--- src/sv/prdu_pkg.sv ---
// Shared types and constants for the pad report port decode unit.
// No dependencies; every other file imports this package.
`timescale 1ns / 1ps
`default_nettype none

package prdu_pkg;

  localparam int PORT_COUNT    = 4;
  localparam int PORT_W        = 2;
  localparam int BLOCK_ANALOGS = 6;

  localparam logic [7:0] LINK_BITS   = 8'h30;
  localparam logic [7:0] ANALOG_HELD = 8'd200;
  localparam logic signed [8:0] AXIS_HI = 9'sd127;
  localparam logic signed [8:0] AXIS_LO = -9'sd128;

  // register indexes on the configuration port
  localparam logic REG_ADAPTER_ONLINE = 1'b0;

  // analog byte slots within a port block
  localparam int AN_MAIN_X = 0;
  localparam int AN_MAIN_Y = 1;
  localparam int AN_SUB_X  = 2;
  localparam int AN_SUB_Y  = 3;
  localparam int AN_LEFT   = 4;
  localparam int AN_RIGHT  = 5;

  typedef logic [PORT_W-1:0] port_t;
  typedef logic [BLOCK_ANALOGS-1:0][7:0] analogs_t;

  typedef struct packed {
    port_t      port_index;
    logic [7:0] status_byte;
    logic [7:0] buttons_first;
    logic [7:0] buttons_second;
    analogs_t   raw;
  } block_t;

  typedef struct packed {
    logic        present;
    logic [15:0] button_word;
    logic [7:0]  main_x;
    logic [7:0]  main_y;
    logic [7:0]  sub_x;
    logic [7:0]  sub_y;
    logic [7:0]  left_trigger;
    logic [7:0]  right_trigger;
    logic [7:0]  analog_a;
    logic [7:0]  analog_b;
  } result_t;

  // rest position update, applied when a word leaves the decode stage
  typedef struct packed {
    logic     load;
    logic     drop;
    port_t    port;
    analogs_t raw;
  } rest_upd_t;

endpackage

`default_nettype wire

--- src/sv/pad_report_port_decode_unit.sv ---
// Top level of the pad report port decode unit: input register, decode,
// rest store, result register and the configuration port.
// Depends on prdu_pkg, prdu_rest_store and prdu_decode.
//
// Usage:
//   Input channel (in_valid/in_ready) carries one nine-byte port block per
//   word, tagged with port_index. Output channel (out_valid/out_ready)
//   returns one decoded pad record per input word, in order.
//   The APB port holds adapter_online at address 0; writing it from 0 to 1
//   drops every stored rest position so they are captured again.
//   An accepted word lands in the input register, then moves to the result
//   register (raising out_valid) when that register frees. Throughput: one
//   word per cycle while out_ready is high, set by the single decode stage.
//   Stall: when out_ready is low the result holds, the input register
//   holds its word, and in_ready falls once both are full; no word is
//   lost. Rest positions update only when a word moves to the result
//   register, so back-to-back words on one port see each other's update.
//   Reset (rst, synchronous): both registers empty, adapter offline,
//   every rest position invalid.
`timescale 1ns / 1ps
`default_nettype none

module pad_report_port_decode_unit (
  input  wire logic        clk,
  input  wire logic        rst,
  // configuration
  input  wire logic        psel,
  input  wire logic        penable,
  input  wire logic        pwrite,
  input  wire logic [2:0]  paddr,
  input  wire logic [31:0] pwdata,
  output logic [31:0]      prdata,
  output logic             pready,
  // input words
  input  wire logic        in_valid,
  output logic             in_ready,
  input  wire logic [1:0]  port_index,
  input  wire logic [7:0]  status_byte,
  input  wire logic [7:0]  buttons_first,
  input  wire logic [7:0]  buttons_second,
  input  wire logic [7:0]  main_x_raw,
  input  wire logic [7:0]  main_y_raw,
  input  wire logic [7:0]  sub_x_raw,
  input  wire logic [7:0]  sub_y_raw,
  input  wire logic [7:0]  left_analog_raw,
  input  wire logic [7:0]  right_analog_raw,
  // result words
  output logic             out_valid,
  input  wire logic        out_ready,
  output logic             present,
  output logic [15:0]      button_word,
  output logic signed [7:0] main_x,
  output logic signed [7:0] main_y,
  output logic signed [7:0] sub_x,
  output logic signed [7:0] sub_y,
  output logic [7:0]       left_trigger,
  output logic [7:0]       right_trigger,
  output logic [7:0]       analog_a,
  output logic [7:0]       analog_b
);
  import prdu_pkg::*;

  logic      online;
  logic      cfg_wr;
  logic      link_clear;
  logic      s1_valid;
  block_t    s1_blk;
  logic      s1_adv;
  logic      rd_valid;
  analogs_t  rd_rest;
  result_t   res;
  result_t   res_q;
  rest_upd_t upd;
  rest_upd_t upd_gated;

  // configuration port
  assign pready     = 1'b1;
  assign cfg_wr     = psel && penable && pwrite && (paddr[2] == REG_ADAPTER_ONLINE);
  assign link_clear = cfg_wr && pwdata[0] && !online;
  assign prdata     = (paddr[2] == REG_ADAPTER_ONLINE) ? {31'd0, online} : 32'd0;

  always_ff @(posedge clk) begin
    if (rst) begin
      online <= 1'b0;
    end else if (cfg_wr) begin
      online <= pwdata[0];
    end
  end

  // handshake: advance the decode stage whenever the result register frees
  assign s1_adv   = s1_valid && (!out_valid || out_ready);
  assign in_ready = !s1_valid || s1_adv;

  always_ff @(posedge clk) begin
    if (rst) begin
      s1_valid  <= 1'b0;
      out_valid <= 1'b0;
    end else begin
      if (in_ready) s1_valid <= in_valid;
      if (s1_adv) out_valid <= 1'b1;
      else if (out_ready) out_valid <= 1'b0;
    end
  end

  always_ff @(posedge clk) begin
    if (in_valid && in_ready) begin
      s1_blk.port_index     <= port_index;
      s1_blk.status_byte    <= status_byte;
      s1_blk.buttons_first  <= buttons_first;
      s1_blk.buttons_second <= buttons_second;
      s1_blk.raw[AN_MAIN_X] <= main_x_raw;
      s1_blk.raw[AN_MAIN_Y] <= main_y_raw;
      s1_blk.raw[AN_SUB_X]  <= sub_x_raw;
      s1_blk.raw[AN_SUB_Y]  <= sub_y_raw;
      s1_blk.raw[AN_LEFT]   <= left_analog_raw;
      s1_blk.raw[AN_RIGHT]  <= right_analog_raw;
    end
    if (s1_adv) begin
      res_q <= res;
    end
  end

  prdu_decode u_decode (
    .online     (online),
    .blk        (s1_blk),
    .rest_valid (rd_valid),
    .rest_in    (rd_rest),
    .res        (res),
    .upd        (upd)
  );

  // commit the rest update only with the word that caused it
  always_comb begin
    upd_gated      = upd;
    upd_gated.load = upd.load && s1_adv;
    upd_gated.drop = upd.drop && s1_adv;
  end

  prdu_rest_store u_rest (
    .clk        (clk),
    .rst        (rst),
    .link_clear (link_clear),
    .upd        (upd_gated),
    .rd_port    (s1_blk.port_index),
    .rd_valid   (rd_valid),
    .rd_rest    (rd_rest)
  );

  assign present       = res_q.present;
  assign button_word   = res_q.button_word;
  assign main_x        = $signed(res_q.main_x);
  assign main_y        = $signed(res_q.main_y);
  assign sub_x         = $signed(res_q.sub_x);
  assign sub_y         = $signed(res_q.sub_y);
  assign left_trigger  = res_q.left_trigger;
  assign right_trigger = res_q.right_trigger;
  assign analog_a      = res_q.analog_a;
  assign analog_b      = res_q.analog_b;

  a_absent_zero: assert property (@(posedge clk) disable iff (rst)
    out_valid && !present |-> button_word == 16'd0 && main_x == 8'sd0 && main_y == 8'sd0
      && sub_x == 8'sd0 && sub_y == 8'sd0 && left_trigger == 8'd0
      && right_trigger == 8'd0 && analog_a == 8'd0 && analog_b == 8'd0)
    else $error("absent result carries nonzero fields");

  a_analog_a: assert property (@(posedge clk) disable iff (rst)
    out_valid |-> analog_a == (button_word[8] ? ANALOG_HELD : 8'd0))
    else $error("analog A does not follow button A");

  a_stall_blocks: assert property (@(posedge clk) disable iff (rst)
    s1_valid && out_valid && !out_ready |-> !in_ready)
    else $error("input taken while decode stage is stalled");

  a_first_capture_zero: assert property (@(posedge clk) disable iff (rst)
    s1_adv && upd.load |=> main_x == 8'sd0 && left_trigger == 8'd0 && present)
    else $error("first present word not zero offset");

endmodule

`default_nettype wire

--- src/sv/prdu_rest_store.sv ---
// Per-port rest positions and their valid bits.
// Depends on prdu_pkg.
`timescale 1ns / 1ps
`default_nettype none

module prdu_rest_store (
  input  wire logic                clk,
  input  wire logic                rst,
  input  wire logic                link_clear,
  input  wire prdu_pkg::rest_upd_t upd,
  input  wire prdu_pkg::port_t     rd_port,
  output logic                     rd_valid,
  output prdu_pkg::analogs_t       rd_rest
);
  import prdu_pkg::*;

  analogs_t                rest [PORT_COUNT];
  logic [PORT_COUNT-1:0]   valid;

  assign rd_valid = valid[rd_port];
  assign rd_rest  = rest[rd_port];

  always_ff @(posedge clk) begin
    if (rst) begin
      valid <= '0;
    end else if (link_clear) begin
      valid <= '0;
    end else if (upd.load) begin
      valid[upd.port] <= 1'b1;
    end else if (upd.drop) begin
      valid[upd.port] <= 1'b0;
    end
  end

  always_ff @(posedge clk) begin
    if (upd.load) begin
      rest[upd.port] <= upd.raw;
    end
  end

endmodule

`default_nettype wire

--- src/sv/prdu_decode.sv ---
// Decode of one port block: presence, button remap, rest offsets.
// Depends on prdu_pkg.
`timescale 1ns / 1ps
`default_nettype none

module prdu_decode (
  input  wire logic                online,
  input  wire prdu_pkg::block_t    blk,
  input  wire logic                rest_valid,
  input  wire prdu_pkg::analogs_t  rest_in,
  output prdu_pkg::result_t        res,
  output prdu_pkg::rest_upd_t      upd
);
  import prdu_pkg::*;

  function automatic logic [7:0] axis_offset(input logic [7:0] raw, input logic [7:0] rst_pos);
    logic signed [8:0] d;
    d = $signed({1'b0, raw}) - $signed({1'b0, rst_pos});
    if (d > AXIS_HI)      return AXIS_HI[7:0];
    else if (d < AXIS_LO) return AXIS_LO[7:0];
    else                  return d[7:0];
  endfunction

  function automatic logic [7:0] trigger_offset(input logic [7:0] raw, input logic [7:0] rst_pos);
    return (raw > rst_pos) ? 8'(raw - rst_pos) : 8'd0;
  endfunction

  logic     in_range;
  logic     linked;
  logic     present;
  analogs_t rest_use;
  logic [15:0] buttons;

  assign in_range = (32'(blk.port_index) < PORT_COUNT);
  assign linked   = (blk.status_byte & LINK_BITS) != 8'h00;
  assign present  = online && in_range && linked;

  // first present word: its own bytes become the rest position
  assign rest_use = rest_valid ? rest_in : blk.raw;

  assign buttons = {3'b000,
                    blk.buttons_second[0],     // start
                    blk.buttons_first[3:0],    // Y X B A
                    1'b0,
                    blk.buttons_second[3:1],   // L R Z
                    blk.buttons_first[7:4]};   // up down right left

  assign upd.load = present && !rest_valid;
  assign upd.drop = online && in_range && !linked;
  assign upd.port = blk.port_index;
  assign upd.raw  = blk.raw;

  always_comb begin
    res = '0;
    if (present) begin
      res.present       = 1'b1;
      res.button_word   = buttons;
      res.main_x        = axis_offset(blk.raw[AN_MAIN_X], rest_use[AN_MAIN_X]);
      res.main_y        = axis_offset(blk.raw[AN_MAIN_Y], rest_use[AN_MAIN_Y]);
      res.sub_x         = axis_offset(blk.raw[AN_SUB_X], rest_use[AN_SUB_X]);
      res.sub_y         = axis_offset(blk.raw[AN_SUB_Y], rest_use[AN_SUB_Y]);
      res.left_trigger  = trigger_offset(blk.raw[AN_LEFT], rest_use[AN_LEFT]);
      res.right_trigger = trigger_offset(blk.raw[AN_RIGHT], rest_use[AN_RIGHT]);
      res.analog_a      = buttons[8] ? ANALOG_HELD : 8'd0;
      res.analog_b      = buttons[9] ? ANALOG_HELD : 8'd0;
    end
  end

endmodule

`default_nettype wire
--- config.mk ---
export PLATFORM = sky130hd
export DESIGN_NAME = pad_report_port_decode_unit
export DESIGN_NICKNAME = d
export VERILOG_FILES = /design/src/sv/prdu_pkg.sv /design/src/sv/pad_report_port_decode_unit.sv /design/src/sv/prdu_rest_store.sv /design/src/sv/prdu_decode.sv
export SDC_FILE = /design/constraint.sdc
export NUM_CORES = 1
export LEC_CHECK = 0
export BUFFER_PORTS_ARGS = -buffer_cell sky130_fd_sc_hd__buf_2
export CAP_MARGIN = 5
export CORE_AREA = 2 2 162 164
export DETAILED_ROUTE_END_ITERATION = 8
export DIE_AREA = 0 0 164 166
export PLACE_DENSITY = 0.83
export SLEW_MARGIN = 20
export SYNTH_ARGS = -nofsm -noshare
export SYNTH_HDL_FRONTEND = slang
export SYNTH_SLANG_ARGS = --single-unit
--- constraint.sdc ---
create_clock -name clk -period 12.7 [get_ports clk]
set_clock_uncertainty 0.15 [all_clocks]
set_input_delay 1.27 -clock clk [delete_from_list [all_inputs] [get_ports clk]]
set_output_delay 1.27 -clock clk [all_outputs]
set_load 0.02 [all_outputs]
# Word-level counts from Yosys, hierarchy flattened
# Memory sizes are Yosys's and may differ from the RTL's. A register that Yosys moved wholly into a read port is not among the register bits.
# Cells that the tools add are included.
# op_classes
n_addsub,6
mul,0
n_div,0
order_cmp,12
n_eq_ne,0
n_shift,0
n_mux,26
n_bitwise,5
reduce_logical,30
# op_table
cell,count
$mux 8,12
$mux 81,1
$mux 48,1
$gt 9x8->1 const B,4
$lt 9x8->1 const B,4
$sub 8x8->9,4
$gt 8x8->1,2
$sub 8x8->8,2
$logic_and 1x1->1,13
$reduce_or 2->1,5
$mux 4,2
$reduce_bool 8->1,1
$mux 1,7
$logic_not 1->1,5
$and 4x4->4,1
$not 4->4,1
$or 4x4->4,1
$reduce_and 2->1,2
$reduce_bool 2->1,2
$lt 2x3->1 const B,1
$bmux 1 s2,1
$demux 1 s2,1
$ge 2x1->1 const B,1
$logic_or 1x1->1,2
other kinds (2),3
# totals
ff_bits,156
latch_bits,0
ramBits,192
rom_bits,0
input_bits,116
out_inout_bits,116
elab_cells,109
n_memories,1
# memory_table
name,words,word_bits,rd,rd_ports_with_merged_regs,write_ports,line,source
u_rest.rest,4,48,1,1,1,prdu_rest_store.sv:17,analogs_t rest [PORT_COUNT];

# Longest topological paths before layout
# Gate-level depths: netlist of the first run.
# logic_depth
word_depth,8
mapped_depth,14

# Cells and area by module
# A second synthesis of the first run with hierarchy kept.
# hier_totals
hier_cells,971
area_unflattened_um2,16143.0
# modules_own_cells
module,n_inst,cells_per_inst,area_each_um2,seq_area_each_um2
prdu_rest_store,1,276,7191.9,5845.6
pad_report_port_decode_unit,1,208,5103.6,4714.5
prdu_decode,1,487,3847.4,0.0

# Worst setup path before layout of the first run
# Ideal clock, no wire load.
# synth_path
path_type,input -> register
startpoint,input port out_ready
endpoint,memory u_rest.rest[0][0] (netlist bit) (enable)
arrival_ps,7929
required_ps,12035
slack_ps,4106
path_stages,4
n_path_buf,0
path_cell_list,nor2b_1 -> nor2b_1 -> nand3b_1 -> nor3_1
# synth_via
elab_chain_len,5
# synth_rtl
item,line,source
start: declaration,pad_report_port_decode_unit.sv:49,"input wire logic out_ready,"
$logic_or 1x1->1,pad_report_port_decode_unit.sv:91,assign s1_adv = s1_valid && (!out_valid || out_ready);
$logic_and 1x1->1,pad_report_port_decode_unit.sv:91,
net s1_adv,pad_report_port_decode_unit.sv:68,logic s1_adv;
$logic_and 1x1->1,pad_report_port_decode_unit.sv:135,upd_gated.load = upd.load && s1_adv;
$mux 1,prdu_rest_store.sv:36,if (upd.load) begin
$mux 1 (implied by the code),prdu_rest_store.sv:37,rest[upd.port] <= upd.raw;
end: declaration,prdu_rest_store.sv:17,
# The timed path passes the listed nets, and every way through them passes these cells.

# Worst setup path after layout of the first run
# layout_path
startpoint,register s1_blk[72] (netlist bit)
endpoint,"register res_q (netlist bit main_x[1]), data pin"
# layout_via
elab_chain_len,7
# layout_rtl
item,line,source
start: declaration,pad_report_port_decode_unit.sv:67,block_t s1_blk;
$bmux 1 s2 *,prdu_rest_store.sv:20,assign rd_valid = valid[rd_port];
$mux 1 (implied by the code) *,prdu_rest_store.sv:20,
$mux 48 *,prdu_decode.sv:39,assign rest_use = rest_valid ? rest_in : blk.raw;
$sub 8x8->9 *,prdu_decode.sv:18,"d = $signed({1'b0, raw}) - $signed({1'b0, rst_pos});"
$lt 9x8->1,prdu_decode.sv:20,else if (d < AXIS_LO) return AXIS_LO[7:0];
$mux 8,prdu_decode.sv:20,
$mux 8 *,prdu_decode.sv:19,if (d > AXIS_HI) return AXIS_HI[7:0];
end signal: assignment,pad_report_port_decode_unit.sv:119,res_q <= res;
end: declaration,pad_report_port_decode_unit.sv:72,result_t res_q;
# Mark *: on every way between the ends. The rest lies on a longest branch, timed or not. The select of a mux whose other input is x is not followed.
# A chain may end at the register's enable or synchronous reset.

==> results of run 1 <==
[logic make-up (layout without fill, tap and decap cells)]
logic type	after synthesis	in the layout
fa+ha+maj	66	66
compound gates	174	174
mux	93	93
simple gates	185	185
xor+xnor	17	17
buf+inv	115	248
other cells	2	46
flops	326	326
[cells in the mapped netlist, types with 4 or more instances]
cell type / instances
and3_1: 5
o21ai_0: 45
xnor2_1: 8
nor2b_1: 14
o211ai_1: 4
buf_2: 11
or3_1: 7
a21o_1: 4
nand3b_1: 5
nand3_1: 13
a21oi_1: 49
nor2_1: 44
a211oi_1: 13
clkbuf_1: 17
nand4_1: 5
a31oi_1: 4
dfxtp_1: 9
edfxtp_1: 317
and2_1: 14
inv_1: 31
nor3b_1: 5
nand4b_1: 4
xor2_1: 9
o21a_1: 10
o31ai_1: 4
nor3_1: 17
nand2_1: 34
mux2i_1: 42
mux4_2: 49
fa_1: 6
buf_4: 53
ha_1: 56
nand2b_1: 10
o221a_2: 4
maj3_1: 4
[power groups by stage]
stage	clock, mW	sequential, mW	combinational, mW
4_1_cts	1.02	1.23	0.244
5_1_grt	1.06	1.23	0.270
6_report	0.999	1.23	0.245
3_5_place_dp	0	1.25	0.243
2_1_floorplan	0	1.25	0.189
3_3_place_gp	0	1.25	0.235
[metal layers]
layer | wire length (um) | global-route usage | vias up
met5 | 0 | 0 | -
met4 | 684 | 0.0679 | 0
met3 | 1660 | 0.0452 | 49
met2 | 14100 | 0.356 | 269
met1 | 11900 | 0.276 | 4304
li1 | - | - | 4031
[layout by cell type (no fill, tap or decap), types with 5 or more instances in the layout]
cell type  instances
a211oi_1          13
a21oi_1           49
and2_1            14
and3_1             5
buf_2            142
buf_4             11
clkbuf_1           6
clkbuf_16         37
clkinv_1          11
conb_1            46
dfxtp_1            7
edfxtp_1         317
fa_1               6
ha_1              56
inv_1             27
mux2i_1           42
mux4_2            49
nand2_1           34
nand2b_1          10
nand3_1           13
nand3b_1           5
nand4_1            5
nor2_1            44
nor2b_1           13
nor3_1            16
nor3b_1            5
o21a_1            10
o21ai_0           45
or3_1              7
xnor2_1            8
xor2_1             9
[final cells by class]
type	count	area (sq um)
clock buffers	43	948
clock inverters	20	193
fillers	1747	8560
inverters	32	121
multi-input cells	581	4880
flip-flops and latches	326	9700
well taps	335	419
repair buffers	153	793
[state kept, by name (all words and copies together) (netlist names), 8 cells and up, named ones only]
name / cells
main_y: 8
s1_blk: 64
sub_x: 8
right_trigger: 8
left_trigger: 8
u_rest.rest: 192
button_word: 12
main_x: 8
sub_y: 8
[critical path: cells and delay by family, from the launching register on]
kind	cells	cell delay (ns)
buffers and inverters	2	0.70
muxes	1	0.77
AOI/OAI and AO/OA	5	1.33
and+or+nand+nor	3	0.28
DFF	1	0.49
adders and majority gates	2	0.59
[how the worst min path moves through the flow]
stage | start | endpoint | slack [ns]
floorplan | flip-flop | flip-flop | 0.30
global placement | flip-flop | flip-flop | 0.31
detailed placement | flip-flop | flip-flop | 0.33
CTS | flip-flop | flip-flop | 0.35
global route | s1_blk[49] | button_word[4] | 0.37
finish | flip-flop | flip-flop | 0.36
[through the flow]
| stage | hold WS (ns) | instance area [sq um] |
|---|---|---|
| global route | 0.374 | 17100 |
| finish | 0.355 | 17100 |
| CTS | 0.352 | 17100 |
| detailed placement | 0.333 | 15900 |
| floorplan | 0.300 | 15200 |
| global placement | 0.312 | 15900 |
==> impl_metrics.tcl, run 1 <==
set metrics [dict create \
    wl_per_cell_um 19.0 \
    clk_latency_ns 0.50 \
    synth_top_family_by_area "multiplexers" \
    synth_xor_area_frac 0.00990 \
    clockPowerShare 0.404 \
    vias_per_cell 5.81 \
    total_leakage_power_nw 6.08 \
    powerDensity_nw_per_um2 145 \
    synth-simple-area-share 0.0644 \
    combPwrFrac 0.099 \
    critPathCapture "main_x[1]" \
    hold_buffers 0 \
    synth.avg_cell_area_sq_um 15.4 \
    p_sw_mw 0.558 \
    path_class "reg2reg" \
    synth_compound_area_frac 0.0774 \
    total_power_mw 2.47 \
    worstPathMaxFanout 41 \
    drt-initial-drc-count 519 \
    syn2layout_area_growth_pct 13.4 \
    p_int_mw 1.91 \
    worst_pin_slew_ns 0.953 \
    maxCapViolCount 0 \
    grt_overflow 0 \
    startpoint "s1_blk[72]" \
    vdd_drop_max_mv 0.134 \
    remaining_drc_errors 0 \
    synth_ff_type "edfxtp_1" \
    io_pins 232 \
    wirelength_um 28300 \
    cts_buffer_depth 3 \
    root_buffer "clkbuf_16" \
    antenna_cells 0 \
    arrival_ns 4.71 \
    finish.net_count 1307 \
    postCtsResizedCells 0 \
    fin_ws_ns 8.06 \
    cp-end-kind "flip-flop" \
    netlist-cell-type-count 67 \
    required_ns 12.77 \
    htreeDepth 2 \
    r2r_slack_ns 8.06 \
    yosys.area.top_type_share 0.633 \
    initial_core_util 0.587 \
    grt_pass1_vias 8600 \
    track_usage 0.212 \
    status "finished, final reports clean" \
    clock_sinks 326 \
    fmax_mhz 216 \
    synth_adder_area_share 0.0572 \
    core_area_sq_um 25600 \
    ys_seq_elements 326 \
    fin_setup_tns_ns 0 \
    final_cells 1490 \
    clkTransAtPathRegs_ns 0.06 \
    cts_buffers 35 \
    hold_path.class "reg2reg" \
    rsz0062_at_grt "no" \
    place.gp.congestion 0.853 \
    reg2regPathDepth 13 \
    die_h_um 166 \
    synthMuxAreaShare 0.103 \
    start_kind "flip-flop" \
    seq_power_share 0.497 \
    rows 59 \
    synthArstFlopShare 0 \
    synth_edf_count 317 \
    rr_startpoint "s1_blk[72]" \
    dieArea_sq_um 27200 \
    r2r_end "main_x[1]" \
    fp.dieW_um 164 \
    cts_setup_buffers 0 \
    antenna_left 0 \
    port_buffers 142 \
    dr.pass1.iters 5 \
    max_stage_delay_ns 0.77 \
    switching_share 0.226 \
    dp_cells 1427 \
    min_period_over_period 0.365 \
    crit_chain "mux4_2 > buf_4 > nand2_1 > o21ai_0 > ha_1 > inv_1 > fa_1 > nand3_1 > nand2_1 > a31oi_1 > o21bai_1 > o41ai_2 > o21ai_0" \
    ys_top_cells_by_area "edfxtp_1 63%, mux4_2 7.3%, ha_1 4.7%" \
    critPathSlowestCell "mux4_2" \
    grt_pass1_wl_um 44800 \
    setup_viol 0 \
    slew_headroom 0.356 \
    fin_crit_ns 4.64 \
    synth_top_area_cell "edfxtp_1" \
    hold_viol_final 0 \
    fin_util 0.666 \
    grt_max_degree 63 \
    drv_slew 0 \
    hold_path_depth 2 \
    ys_seq_area_frac 0.645 \
    synth_area_sq_um 15000 \
    place_ws_ns 8.08 \
    synthCells 978 \
    cts_tree "done" \
    antenna_found_initial 0 \
    dp_hpwl_um 17500 \
    vias 8653 \
    drive_gt1_frac 0.242 \
    ys.warnings.count 0 \
]
Power figures use the tool's default switching activity.
==> run 2: changes to the inputs <==
- CORE_AREA: 2 2 162 164 -> 2 2 166 168
- DIE_AREA: 0 0 164 166 -> 0 0 168 170
- PLACE_DENSITY: 0.83 -> 0.79
- clock period: 12.7 -> 4.4 ns (I/O delays scaled with it)
==> run 2 against run 1 <==
Effect of this change:
- clock power rose to 3.0 times the previous value
- combinational power rose to 3.2 times the previous value
- power rose to 2.9 times the previous value
- highest routed layer unchanged
- sequential share of layout area fell by 2.8 points
- hold slack got worse by 0.30 ns
- non-clock buffer count rose by 79
- cell area rose by 5.2%
- core utilization rose by 0.72 points
- largest cell class unchanged
- first-iteration DRC count rose by 34%
- count of clock-buffer cells in the layout rose by 4
- critical path depth fell by 2
==> impl_metrics.tcl, run 2 (synthesis gave the netlist of run 1 again) <==
set metrics [dict create \
    setup_viol 0 \
    powerDensity_nw_per_um2 406 \
    place.gp.congestion 0.818 \
    io_pins 232 \
    rsz0062_at_grt "no" \
    maxCapViolCount 0 \
    fillCellCount 1818 \
    arrival_ns 4.17 \
    path_class "reg2reg" \
    min_period_over_period 0.924 \
    largest_register_ffs 192 \
    grt_pass1_vias 8977 \
    clock_sinks 326 \
    fin_util 0.673 \
    fin_crit_ns 4.07 \
    fp.dieW_um 168 \
    cts_buffer_depth 3 \
    vdd_drop_max_mv 0.320 \
    p_int_mw 5.62 \
    clkTransAtPathRegs_ns 0.06 \
    hold_path.class "in2reg" \
    total_leakage_power_nw 6.45 \
    vias 8949 \
    fin_area_sq_um 17900 \
    drt-initial-drc-count 698 \
    core_area_sq_um 26700 \
    syn2layout_area_growth_pct 19.3 \
    top_register "u_rest.rest" \
    port_buffers 142 \
    cp-end-kind "flip-flop" \
    slew_headroom 0.392 \
    root_buffer "clkbuf_16" \
    dr.pass1.iters 5 \
    cts_buffers 36 \
    drv_slew 0 \
    initial_core_util 0.564 \
    antenna_found_initial 0 \
    final_cell_mix "317 x edfxtp_1, 142 x buf_2, 66 x dlygate4sd3_1" \
    fin_setup_tns_ns 0 \
    dpl-instance-area_sq_um 16100 \
    start_kind "flip-flop" \
    grt_overflow 0 \
    track_usage 0.212 \
    worst_pin_slew_ns 0.913 \
    wl_per_cell_um 19.0 \
    fmax_mhz 246 \
    htreeDepth 2 \
    clk_latency_ns 0.52 \
    drive_gt1_frac 0.241 \
    rows 60 \
    switching_share 0.229 \
    status "finished, final reports clean" \
    seq_power_share 0.487 \
    finish.net_count 1387 \
    vias_per_cell 5.69 \
    hold_viol_final 0 \
    dieArea_sq_um 28600 \
    antenna_cells 0 \
    reg2regPathDepth 11 \
    grt_max_degree 63 \
    grt_pass1_wl_um 47100 \
    dp_hpwl_um 18100 \
    combPwrFrac 0.107 \
    antenna_left 0 \
    p_sw_mw 1.67 \
    hold_path_depth 3 \
    wirelength_um 29900 \
    cts_tree "done" \
    die_h_um 170 \
    worstPathMaxFanout 37 \
    clockPowerShare 0.406 \
    required_ns 4.50 \
    layout_commonest_cell "edfxtp_1" \
    remaining_drc_errors 0 \
]
run 2: worst paths after layout:
check             startpoint        end  slack (ns)
hold reg to reg    flip-flop  flip-flop        0.35
hold / removal     pwdata[0]     online        0.06
setup reg to reg  s1_blk[72]   sub_x[4]        0.33
setup / recovery  s1_blk[72]   sub_x[4]        0.33
run 2: layout make-up:
| cell class | count | area [sq um] | area share |
|---|---|---|---|
| flip-flops and latches | 326 | 9700 | 0.541 |
| multi-input cells | 581 | 4890 | 0.273 |
| repair buffers | 232 | 1610 | 0.0900 |
| clock buffers | 47 | 1010 | 0.0566 |
| well taps | 341 | 427 | 0.0238 |
| inverters | 32 | 121 | 0.00677 |
| clock inverters | 13 | 161 | 0.00900 |
run 2: critical path, stage by stage (launching register included):
cell and delay (ns):
edfxtp_1 0.50, mux4_2 0.68, buf_12 0.26, o21ai_0 0.27, ha_1 0.19, inv_1 0.06
fa_1 0.41, nand3_1 0.09, nand2_1 0.14, a211oi_1 0.66, a21oi_1 0.09, o221a_2 0.29
run 2: routing by layer:
layer	GRT usage	vias to the layer above	routed length, um
met3	0.0374	56	1760
met2	0.367	278	14900
met4	0.0696	0	794
li1	-	4174	-
met5	0	-	0
met1	0.274	4441	12500
run 2: power by group through the flow:
stage,logic (mW),registers [mW],clock network [mW]
5_1_grt,0.858,3.56,3.12
6_report,0.776,3.55,2.96
4_1_cts,0.768,3.55,3.01
3_3_place_gp,0.698,3.61,0
3_5_place_dp,0.718,3.61,0
2_1_floorplan,0.545,3.62,0
run 2: repair_timing:
item                                   CTS  global route
setup endpoints to repair                0             1
setup buffers                            0             0
hold buffers                            66             0
endpoints found under the hold margin   68             0
resized for setup                        0             1
run 2: through the flow:
| step | hold slack, ns | setup WS, ns | cells | power [mW] |
|---|---|---|---|---|
| floorplan | 0.300 | 0.523 | 1022 | 4.16 |
| global placement | 0.311 | 0.369 | 1446 | 4.31 |
| detailed placement | 0.328 | 0.353 | 1446 | 4.33 |
| CTS | 0.0460 | 0.307 | 1572 | 7.33 |
| global route | 0.0645 | 0.0531 | 1572 | 7.54 |
| finish | 0.0560 | 0.334 | 1572 | 7.28 |
